### config.mk
export PLATFORM = sky130hd
export DESIGN_NAME = priority_voice_allocator_mixer
export DESIGN_NICKNAME = d
export VERILOG_FILES = /design/src/rtl/pvam_pkg.sv /design/src/rtl/priority_voice_allocator_mixer.sv /design/src/rtl/pvam_ram.sv
export SDC_FILE = /design/constraint.sdc
export NUM_CORES = 1
export LEC_CHECK = 0
export BUFFER_PORTS_ARGS = -buffer_cell sky130_fd_sc_hd__clkbuf_2
export CAP_MARGIN = 15
export CORE_ASPECT_RATIO = 1.1
export CORE_UTILIZATION = 50
export DETAILED_ROUTE_END_ITERATION = 10
export HOLD_SLACK_MARGIN = 0.06
export PLACE_DENSITY = 0.68
export SKIP_LAST_GASP = 1
export SYNTH_ARGS = -nofsm -noshare
export SYNTH_HDL_FRONTEND = slang
export SYNTH_SLANG_ARGS = --single-unit
### constraint.sdc
create_clock -name clk -period 28.9 [get_ports clk]
set_input_delay 5.78 -clock clk [delete_from_list [all_inputs] [get_ports clk]]
set_output_delay 5.78 -clock clk [all_outputs]
set_load 0.005 [all_outputs]
### src/rtl/pvam_pkg.sv
// Shared types and constants for the priority voice allocator and mixer.
// Used by priority_voice_allocator_mixer and its bench; depends on nothing.
package pvam_pkg;

  localparam int VOICE_COUNT = 4;
  localparam int SOUND_COUNT = 32;
  localparam int LENGTH_BITS = 24;
  localparam int VIDX_W      = (VOICE_COUNT > 1) ? $clog2(VOICE_COUNT) : 1;
  localparam int SAMPLE_PORTS = 4;

  localparam int SAMPLE_W = 16;
  localparam int SUM_W    = SAMPLE_W + 3;
  localparam int MIX_MAX  = 32767;
  localparam int MIX_MIN  = -32768;
  localparam logic [7:0] PRIO_TOP = 8'd255;

  localparam logic [2:0] ACT_PLAY  = 3'd0;
  localparam logic [2:0] ACT_STOP  = 3'd1;
  localparam logic [2:0] ACT_QUERY = 3'd2;
  localparam logic [2:0] ACT_MIX   = 3'd3;
  localparam logic [2:0] ACT_CLEAR = 3'd4;

  typedef struct packed {
    logic [7:0]             sound;
    logic [7:0]             prio;
    logic [LENGTH_BITS-1:0] length;
    logic [LENGTH_BITS-1:0] position;
  } voice_t;

  localparam int VOICE_W = $bits(voice_t);

endpackage

### src/rtl/priority_voice_allocator_mixer.sv
// Four-voice sound-effect allocator and mixer. Voice state (id, priority,
// position, length) sits in one small RAM with a registered read.
// An item is taken only when the block is idle; it then visits every voice
// once, one RAM read a cycle, updating it in place, and a final state forms
// the result and, for an accepted play, writes the chosen voice. The scan
// is paced by the single RAM read port. The result sits in an output
// register, so a stalled result does not block the next transfer in.
// Per-entry valid bits stand in for the reset value, so no clearing pass
// is needed after reset.
// Depends on pvam_pkg and pvam_ram.
module priority_voice_allocator_mixer (
  input  logic        clk,
  input  logic        rst,
  input  logic        in_valid,
  output logic        in_stall,
  input  logic [2:0]  action,
  input  logic [7:0]  sound_id,
  input  logic [7:0]  request_priority,
  input  logic [23:0] effect_length,
  input  logic signed [15:0] music_sample,
  input  logic signed [15:0] voice0_sample,
  input  logic signed [15:0] voice1_sample,
  input  logic signed [15:0] voice2_sample,
  input  logic signed [15:0] voice3_sample,
  output logic        out_valid,
  input  logic        out_stall,
  output logic signed [15:0] mixed_sample,
  output logic [1:0]  chosen_voice,
  output logic        play_accepted,
  output logic        is_playing,
  output logic [3:0]  active_mask
);

  localparam int LB = pvam_pkg::LENGTH_BITS;
  localparam int VW = pvam_pkg::VIDX_W;
  localparam int SW = pvam_pkg::SUM_W;

  localparam logic [1:0] ST_IDLE = 2'd0;
  localparam logic [1:0] ST_SCAN = 2'd1;
  localparam logic [1:0] ST_FIN  = 2'd2;

  logic [1:0] state;
  logic [VW-1:0] cnt;

  // latched request
  logic [2:0]    act;
  logic [7:0]    sid;
  logic [7:0]    prio;
  logic [LB-1:0] len;
  logic signed [15:0] samp [pvam_pkg::SAMPLE_PORTS];

  // scan accumulators
  logic          found;
  logic [VW-1:0] found_idx;
  logic [7:0]    min_val;
  logic [VW-1:0] min_pos;
  logic [LB:0]   min_left;
  logic          playing;
  logic signed [SW-1:0] sum;
  logic [3:0]    mask;

  // memory side
  logic [pvam_pkg::VOICE_COUNT-1:0] vld;
  logic          vld_q;
  logic          re;
  logic [VW-1:0] raddr;
  logic [pvam_pkg::VOICE_W-1:0] rdata;
  logic          we;
  logic [VW-1:0] waddr;
  pvam_pkg::voice_t wdata;
  pvam_pkg::voice_t ent;

  logic accept;
  logic id_ok;
  logic out_free;
  logic last;
  logic ent_active;
  logic [LB-1:0] left;
  logic has_port;
  logic signed [15:0] cur_samp;
  logic play_go;
  logic [VW-1:0] play_k;
  logic signed [SW-2:0] half;
  logic signed [15:0] sat;

  assign in_stall = (state != ST_IDLE);
  assign accept   = in_valid && !in_stall;
  assign out_free = !out_valid || !out_stall;
  assign last     = (cnt == VW'(pvam_pkg::VOICE_COUNT - 1));
  assign id_ok    = ({1'b0, sid} < 9'(pvam_pkg::SOUND_COUNT));

  assign re    = accept || (state == ST_SCAN && !last);
  assign raddr = (state == ST_IDLE) ? '0 : VW'(cnt + 1'b1);

  assign ent        = vld_q ? pvam_pkg::voice_t'(rdata) : '0;
  assign ent_active = ent.position < ent.length;
  assign left       = ent.length - ent.position;
  assign has_port   = (int'(cnt) < pvam_pkg::SAMPLE_PORTS);
  assign cur_samp   = samp[2'(cnt)];

  assign play_go = (act == pvam_pkg::ACT_PLAY) && id_ok && (found || prio >= min_val);
  assign play_k  = found ? found_idx : min_pos;

  // halve toward zero, then clamp
  assign half = (SW-1)'((sum + SW'(sum[SW-1])) >>> 1);
  always_comb begin
    if (half > (SW-1)'(pvam_pkg::MIX_MAX)) begin
      sat = 16'sd32767;
    end else if (half < (SW-1)'(pvam_pkg::MIX_MIN)) begin
      sat = -16'sd32768;
    end else begin
      sat = 16'(half);
    end
  end

  // per-voice write-back during the scan, chosen voice on a play at the end
  always_comb begin
    we    = 1'b0;
    waddr = cnt;
    wdata = ent;
    if (state == ST_SCAN) begin
      case (act)
        pvam_pkg::ACT_STOP: begin
          if (id_ok && ent.sound == sid) begin
            we             = 1'b1;
            wdata.position = '0;
            wdata.length   = '0;
          end
        end
        pvam_pkg::ACT_CLEAR: begin
          we             = 1'b1;
          wdata.position = '0;
          wdata.length   = '0;
        end
        pvam_pkg::ACT_MIX: begin
          if (ent_active) begin
            we             = 1'b1;
            wdata.position = LB'(ent.position + 1'b1);
          end
        end
        default: ;
      endcase
    end else if (state == ST_FIN && out_free && play_go) begin
      we             = 1'b1;
      waddr          = play_k;
      wdata.sound    = sid;
      wdata.prio     = prio;
      wdata.length   = len;
      wdata.position = '0;
    end
  end

  pvam_ram #(
    .WIDTH(pvam_pkg::VOICE_W),
    .DEPTH(pvam_pkg::VOICE_COUNT)
  ) u_ram (
    .clk  (clk),
    .we   (we),
    .waddr(waddr),
    .wdata(wdata),
    .re   (re),
    .raddr(raddr),
    .rdata(rdata)
  );

  always_ff @(posedge clk) begin
    if (rst) begin
      vld <= '0;
    end else if (we) begin
      vld[waddr] <= 1'b1;
    end
    if (re) begin
      vld_q <= vld[raddr];
    end
  end

  always_ff @(posedge clk) begin
    if (rst) begin
      state     <= ST_IDLE;
      cnt       <= '0;
      out_valid <= 1'b0;
    end else begin
      unique case (state)
        ST_IDLE: begin
          if (accept) begin
            state <= ST_SCAN;
            cnt   <= '0;
          end
        end
        ST_SCAN: begin
          if (last) begin
            state <= ST_FIN;
          end else begin
            cnt <= VW'(cnt + 1'b1);
          end
        end
        ST_FIN: begin
          if (out_free) begin
            state <= ST_IDLE;
          end
        end
        default: state <= ST_IDLE;
      endcase
      if (state == ST_FIN && out_free) begin
        out_valid <= 1'b1;
      end else if (out_valid && !out_stall) begin
        out_valid <= 1'b0;
      end
    end
  end

  // request latch and scan accumulators
  always_ff @(posedge clk) begin
    if (accept) begin
      act      <= action;
      sid      <= sound_id;
      prio     <= request_priority;
      len      <= effect_length[LB-1:0];
      samp[0]  <= voice0_sample;
      samp[1]  <= voice1_sample;
      samp[2]  <= voice2_sample;
      samp[3]  <= voice3_sample;
      sum      <= SW'(music_sample);
      found    <= 1'b0;
      found_idx <= '0;
      min_val  <= pvam_pkg::PRIO_TOP;
      min_pos  <= '0;
      min_left <= '1;
      playing  <= 1'b0;
      mask     <= '0;
    end else if (state == ST_SCAN) begin
      if (!found) begin
        if (ent.sound == sid || !ent_active) begin
          found     <= 1'b1;
          found_idx <= cnt;
        end else if (ent.prio < min_val) begin
          min_val  <= ent.prio;
          min_pos  <= cnt;
          min_left <= {1'b0, left};
        end else if (ent.prio == min_val && {1'b0, left} < min_left) begin
          min_pos  <= cnt;
          min_left <= {1'b0, left};
        end
      end
      if (id_ok && ent.sound == sid && ent_active) begin
        playing <= 1'b1;
      end
      if (ent_active && has_port) begin
        sum           <= sum + SW'(cur_samp);
        mask[2'(cnt)] <= 1'b1;
      end
    end
  end

  always_ff @(posedge clk) begin
    if (state == ST_FIN && out_free) begin
      mixed_sample  <= (act == pvam_pkg::ACT_MIX) ? sat : '0;
      active_mask   <= (act == pvam_pkg::ACT_MIX) ? mask : '0;
      is_playing    <= (act == pvam_pkg::ACT_QUERY) && playing;
      play_accepted <= play_go;
      chosen_voice  <= play_go ? 2'(play_k) : '0;
    end
  end

`ifndef ASSERT_OFF
  a_accept_starts_scan: assert property (@(posedge clk) disable iff (rst)
    accept |=> state == ST_SCAN)
    else $error("transfer in did not start a voice scan");

  a_write_only_busy: assert property (@(posedge clk) disable iff (rst)
    we |-> state != ST_IDLE)
    else $error("voice RAM written while idle");

  a_fin_holds_on_stall: assert property (@(posedge clk) disable iff (rst)
    state == ST_FIN && out_valid && out_stall |=> state == ST_FIN)
    else $error("result formed while output register still held");

  a_play_fields_clean: assert property (@(posedge clk) disable iff (rst)
    out_valid && play_accepted |-> !is_playing && active_mask == '0 && mixed_sample == '0)
    else $error("play result carries fields of another action");
`endif

endmodule

### src/rtl/pvam_ram.sv
// Generic simple dual-port RAM: one write port, one read port, registered read.
// No dependencies.
module pvam_ram #(
  parameter int WIDTH = 8,
  parameter int DEPTH = 4
) (
  input  logic                                    clk,
  input  logic                                    we,
  input  logic [((DEPTH > 1) ? $clog2(DEPTH) : 1)-1:0] waddr,
  input  logic [WIDTH-1:0]                        wdata,
  input  logic                                    re,
  input  logic [((DEPTH > 1) ? $clog2(DEPTH) : 1)-1:0] raddr,
  output logic [WIDTH-1:0]                        rdata
);

  logic [WIDTH-1:0] mem [DEPTH];

  always_ff @(posedge clk) begin
    if (we) begin
      mem[waddr] <= wdata;
    end
    if (re) begin
      rdata <= mem[raddr];
    end
  end

endmodule

Yosys cells after proc, flatten, opt, wreduce, memory -nomap -nowiden
Memories as Yosys holds them, arrays and structs flattened. A register that Yosys moved wholly into a read port is not among the register bits.
Index checks and enable logic that the tools add are counted.
{"block": "classes", "eq_ne": 13, "order_cmp": 12, "n_addsub": 5, "bitwise_logic": 5, "n_reduce_logical": 39, "mux": 49}
{"operator": "$mux 64", "count": 2}
{"operator": "$mux 48", "count": 2}
{"operator": "$pmux 24 s3", "count": 1}
{"operator": "$mux 19", "count": 3}
{"operator": "$mux 25", "count": 2}
{"operator": "$pmux 24 s2", "count": 1}
{"operator": "$mux 16", "count": 2}
{"operator": "$mux 2", "count": 13}
{"operator": "$lt 24x25->1", "count": 1}
{"operator": "$add 24x1->24 const B", "count": 1}
{"operator": "$lt 24x24->1", "count": 1}
{"operator": "$mux 24", "count": 1}
{"operator": "$sub 24x24->24", "count": 1}
{"operator": "$add 19x1->19", "count": 1}
{"operator": "$add 19x16->19", "count": 1}
{"operator": "$gt 18x16->1 const B", "count": 1}
{"operator": "$lt 18x16->1 const B", "count": 1}
{"operator": "$eq 8x8->1", "count": 2}
{"operator": "$mux 1", "count": 15}
{"operator": "$mux 15", "count": 1}
{"operator": "$logic_and 1x1->1", "count": 13}
{"operator": "$reduce_bool 2->1", "count": 6}
{"operator": "$lt 2x3->1 const B", "count": 3}
{"operator": "$reduce_and 3->1", "count": 3}
{"operator": "other kinds (25)", "count": 45}
{"block": "totals", "ram_bits": 320, "memories": 2, "regBits": 139, "elab_cells": 148}
{"memory": "u_ram.mem", "words": 4, "width": 64, "read_ports": 1, "rd_ports_with_merged_regs": 1, "wr": 1, "line": "pvam_ram.sv:16", "source": "logic [WIDTH-1:0] mem [DEPTH];"}
{"memory": "samp", "words": 4, "width": 16, "read_ports": 1, "rd_ports_with_merged_regs": 1, "wr": 4, "line": "priority_voice_allocator_mixer.sv:50", "source": "logic signed [15:0] samp [pvam_pkg::SAMPLE_PORTS];"}

Depth between registers and ports, before layout
{"block": "depth", "depth_word": 11, "mapped_depth": 26, "mapped_depth_nobuf": 20}

Cells and area by module
From an unflattened synthesis, not the netlist that was laid out.
{"block": "hier_totals", "cells_unflattened": 1701, "area_unflattened_um2": 24258.3}
{"mod": "priority_voice_allocator_mixer", "n_inst": 1, "cells_each": 1299, "seq_area_each_um2": 5615.4, "area_each_um2": 12995.0}
{"mod": "pvam_ram", "n_inst": 1, "cells_each": 402, "seq_area_each_um2": 9609.2, "area_each_um2": 11263.3}

Worst setup path before layout
No wires, ideal clock.
{"block": "synth_timing", "path_type": "input port to flip-flop", "start": "in out_stall", "end": "mem u_ram.mem[2][0] (netlist name) (enable)", "cell_stages": 5, "arrival_ns": 12.486, "setup_slack_ns": 15.833, "required_ns": 28.319, "path_buffers": 1, "setup_time_ns": 0.581, "path_cell_list": "a21oi_1 > and2_1 > nand2_1 > buf_6 > o31ai_1"}
{"block": "synth_via", "elab_chain_len": 8, "elab_cells_between_ends": 10, "classes_between": "mux (6); reduce/logical (4)"}
{"item": "start: declaration", "line": "priority_voice_allocator_mixer.sv:26", "source": "input logic out_stall,"}
{"item": "$logic_not 1->1 *", "line": "priority_voice_allocator_mixer.sv:88", "source": "assign out_free = !out_valid || !out_stall;"}
{"item": "$logic_or 1x1->1 *", "line": "priority_voice_allocator_mixer.sv:88"}
{"item": "$logic_and 1x1->1 * (2 in a row)", "line": "priority_voice_allocator_mixer.sv:143", "source": "end else if (state == ST_FIN && out_free && play_go) begin"}
{"item": "$mux 1", "line": "priority_voice_allocator_mixer.sv:143"}
{"item": "$mux 1", "line": "priority_voice_allocator_mixer.sv:121", "source": "if (state == ST_SCAN) begin"}
{"item": "$mux 1", "line": "pvam_ram.sv:19", "source": "if (we) begin"}
{"item": "$mux 1 (implied by the code)", "line": "pvam_ram.sv:20", "source": "mem[waddr] <= wdata;"}
{"item": "end: declaration", "line": "pvam_ram.sv:16"}
Mark *: on every way between the ends. The rest lies on a longest branch, timed or not.

Worst setup path in the final report
{"block": "layout_timing", "start": "in out_stall", "end": "mem u_ram.mem[1][62] (netlist name) (enable)"}
Same word-level chain as after synthesis.

==> impl_metrics.py <==
metrics = {
    "min_path": {
        "hp-class": "reg2reg",
        "hold_path_startpoint": "min_left[24]",
    },
    "worst_setup_path": {
        "path_cells": "clkbuf_2 > a21oi_2 > buf_4 > and2_1 > and2_2 > buf_4 > nand2_1 > o21ai_4 > buf_4",
        "end_kind": "flip-flop",
        "worstReg2RegStart": "vld_q",
        "cp.arrival_ns": 9.03,
        "cp_num_buf_inv": 4,
        "critPathTopFamily": "buffers and inverters",
        "critPathLaunchType": "input port",
        "cp_slowest_stage_delay_ns": 0.89,
        "cp-startpoint": "out_stall",
        "path_max_fanout": 44,
        "cp_common_cell": "buf_4",
        "cp_data_required_time_ns": 29.14,
        "cpMaxStageDelayCell": "o21ai_4",
        "crit_type": "in2reg",
    },
    "job": {
        "maxCapViolations": 0,
    },
    "sta": {
        "fmax_mhz": 114,
        "hold_viol": 0,
        "setup_viol": 0,
        "rsz0062_at_grt": "false",
        "setup_tns_ns": 0,
        "slew_headroom_pct": 22.1,
        "fin_crit_sh_pct": 30.4,
        "period_minus_slack_ns": 8.79,
        "worst_slew_pin_slew_ns": 1.17,
        "drv_slew": 0,
        "setup_slack_ns": 20.11,
        "finalClockSkew_ns": 0.0233,
    },
    "detailed_routing": {
        "drtIter0Drc": 1479,
        "post_drt_wl_per_cell_um": 20.9,
        "dr.pass1.iters": 7,
        "drtAntennaViolNets": 0,
        "via_count": 16266,
        "drc": 0,
        "drt-total-wl_mm": 57.9,
        "vias_per_cell": 5.88,
    },
    "clock_network": {
        "cts-root-buf": "clkbuf_16",
        "cts-buffers-inserted": 52,
        "cts_setup_buffers": 0,
        "cts_tree": "built",
        "insertion_delay_ns": 0.61,
        "htree_levels": 2,
        "clock_path_buffers": 3,
        "cts.sinks": 525,
        "clk_pin_slew_ns": 0.06,
        "ctsResizeCount": 0,
        "ctsHoldBuffers": 0,
    },
    "place": {
        "place.gp.congestion": 0.858,
        "dp_cells": 2669,
        "port_buffers": 152,
        "place_ws_ns": 19.43,
        "dp.final_hpwl_mm": 36.7,
    },
    "yosys": {
        "yosys.area.top_type": "edfxtp_1",
        "synth_top_area_share_pct": 58.4,
        "synthArstFlopShare_pct": 0,
        "synth_edf_count": 471,
        "post_synth_most_frequent_cells": "471 x edfxtp_1, 270 x nand2_1, 93 x nor2_1, 86 x a21oi_1, 85 x ha_1",
        "synthAdderAreaFrac_pct": 4.56,
        "synth_top_family_by_area": "compound AO/OA/AOI/OAI gates",
        "synth_nets": 2160,
        "yosysWarnings": 0,
        "synth_seq_cells": 525,
        "synth-simple-area-share_pct": 12.4,
        "yosys-top-cells-area": "edfxtp_1 58%, dfxtp_1 4.5%, ha_1 4.4%",
        "synthMuxAreaShare_pct": 2.44,
        "synth_ff_type": "edfxtp_1",
        "synth_compound_area_share_pct": 12.9,
        "ys_seq_area_share_pct": 62.8,
        "synth_most_common_cell": "edfxtp_1",
        "synth-xor-area-share_pct": 2.10,
        "ys_types": 89,
        "syn_inst": 1946,
        "avgSynthCellArea_sq_um": 12.4,
        "syn_area_sq_mm": 0.0242,
    },
    "global_routing": {
        "grt_use_total_pct": 23.4,
        "grt_overflow_total": 0,
        "antenna_found_initial": 1,
        "grt_pass1_vias": 15349,
        "grt_pass1_wl_mm": 87.1,
        "grt_start_max_net_pins": 78,
    },
    "pwr": {
        "power_leakage_uw": 0.0101,
        "peakVddDrop_mv": 0.0506,
        "p_total_uw": 1930,
        "powerDensity_mw_per_mm2": 70.8,
    },
    "floorplan": {
        "dieArea_sq_mm": 0.0493,
        "initial_core_util_pct": 50.7,
        "die_y_um": 233,
        "core_area_sq_mm": 0.0478,
        "io_pins": 153,
        "die_w_um": 212,
        "row_count": 84,
    },
    "finish": {
        "multiInputGateArea_sq_mm": 0.00841,
        "num-fill-cells": 3862,
        "fin_nets": 2292,
        "syn_to_final_growth_pct": 12.7,
        "seqCellArea_sq_mm": 0.0152,
        "drive_gt1_share_pct": 14.9,
        "postLayoutCoreUtil_pct": 57.1,
        "layoutNonFillerInstCount": 2768,
    },
    "status": {
        "status": "complete, no violations",
    },
}
-- layout by cell type (no fill, tap or decap), drive strengths merged, types with 15 or more instances in the layout --
cell	instances
nand3	26
ha	85
dfxtp	54
nor2	94
xor2	33
buf	23
a31oi	78
nand2	272
mux4	16
nand4	23
xnor2	25
a211oi	75
nor2b	77
and2	39
nor3	22
a21oi	87
inv	66
edfxtp	471
clkbuf	219
and3	19
o211ai	22
a22o	23
o31ai	15
o21ai	62
clkinv	18
-- power breakdown --
| part | total (uW) | switching (uW) | internal (uW) |
|---|---|---|---|
| Clock | 666 | 291 | 376 |
| Combinational | 345 | 212 | 133 |
| Sequential | 921 | 34.6 | 886 |
| Total | 1930 | 537 | 1390 |
-- layer usage --
metal	GRT usage [%]	part of all wire, %	vias up	wire length (um)
li1	-	-	7642	-
met1	29.5	42	7965	24100
met2	39.0	48	522	27900
met3	3.67	5.7	135	3300
met4	12.4	4.4	2	2540
met5	0	0.033	-	19
-- worst register-to-register path, delay by kind of cell (launching register included) --
family | cells | cell delay (ns)
compound gates | 8 | 2.64
xor+xnor | 1 | 0.34
fa+ha+maj | 2 | 0.78
buf+inv | 3 | 1.26
flops | 1 | 0.80
simple gates | 6 | 1.24
-- worst paths after layout --
path	endpoint	slack, ns	cells after the start
hold / removal	min_left[24]	0.44	2
setup / recovery	u_ram.mem[1][62]	20.11	9
hold reg to reg	min_left[24]	0.44	2
setup reg to reg	min_left[23]	21.73	20
-- cell families after synthesis --
| group | count (synthesis) |
|---|---|
| AOI/OAI and AO/OA | 458 |
| DFF | 525 |
| buffers and inverters | 160 |
| and+or+nand+nor | 620 |
| xor gates and xnor gates | 58 |
| adders and majority gates | 87 |
| muxes | 38 |
-- state kept, by name, indices dropped and copies added, names as in the netlist, 16 cells and up, named ones only --
register / cells
len: 24
u_ram.mem: 256
samp: 64
min_left: 25
u_ram.rdata: 64
sum: 19
mixed_sample: 16
-- area by class of cell --
class	instances	share of cell area (%)
antenna	1	0.00917
clock buffer	67	5.05
clock inverter	31	1.06
inverter	63	0.885
multi-input combinational	1261	30.8
sequential	525	55.8
tap	645	2.96
timing repair buffer	175	3.42
-- metrics by stage --
step	hold WS, ns	cell area, sq um
final	0.443	27300
after detailed placement	0.437	25600
after global routing	0.477	27300
after floorplan	0.423	24200
after global placement	0.431	25600
after CTS	0.447	27300
Power figures use the tool's default switching activity.
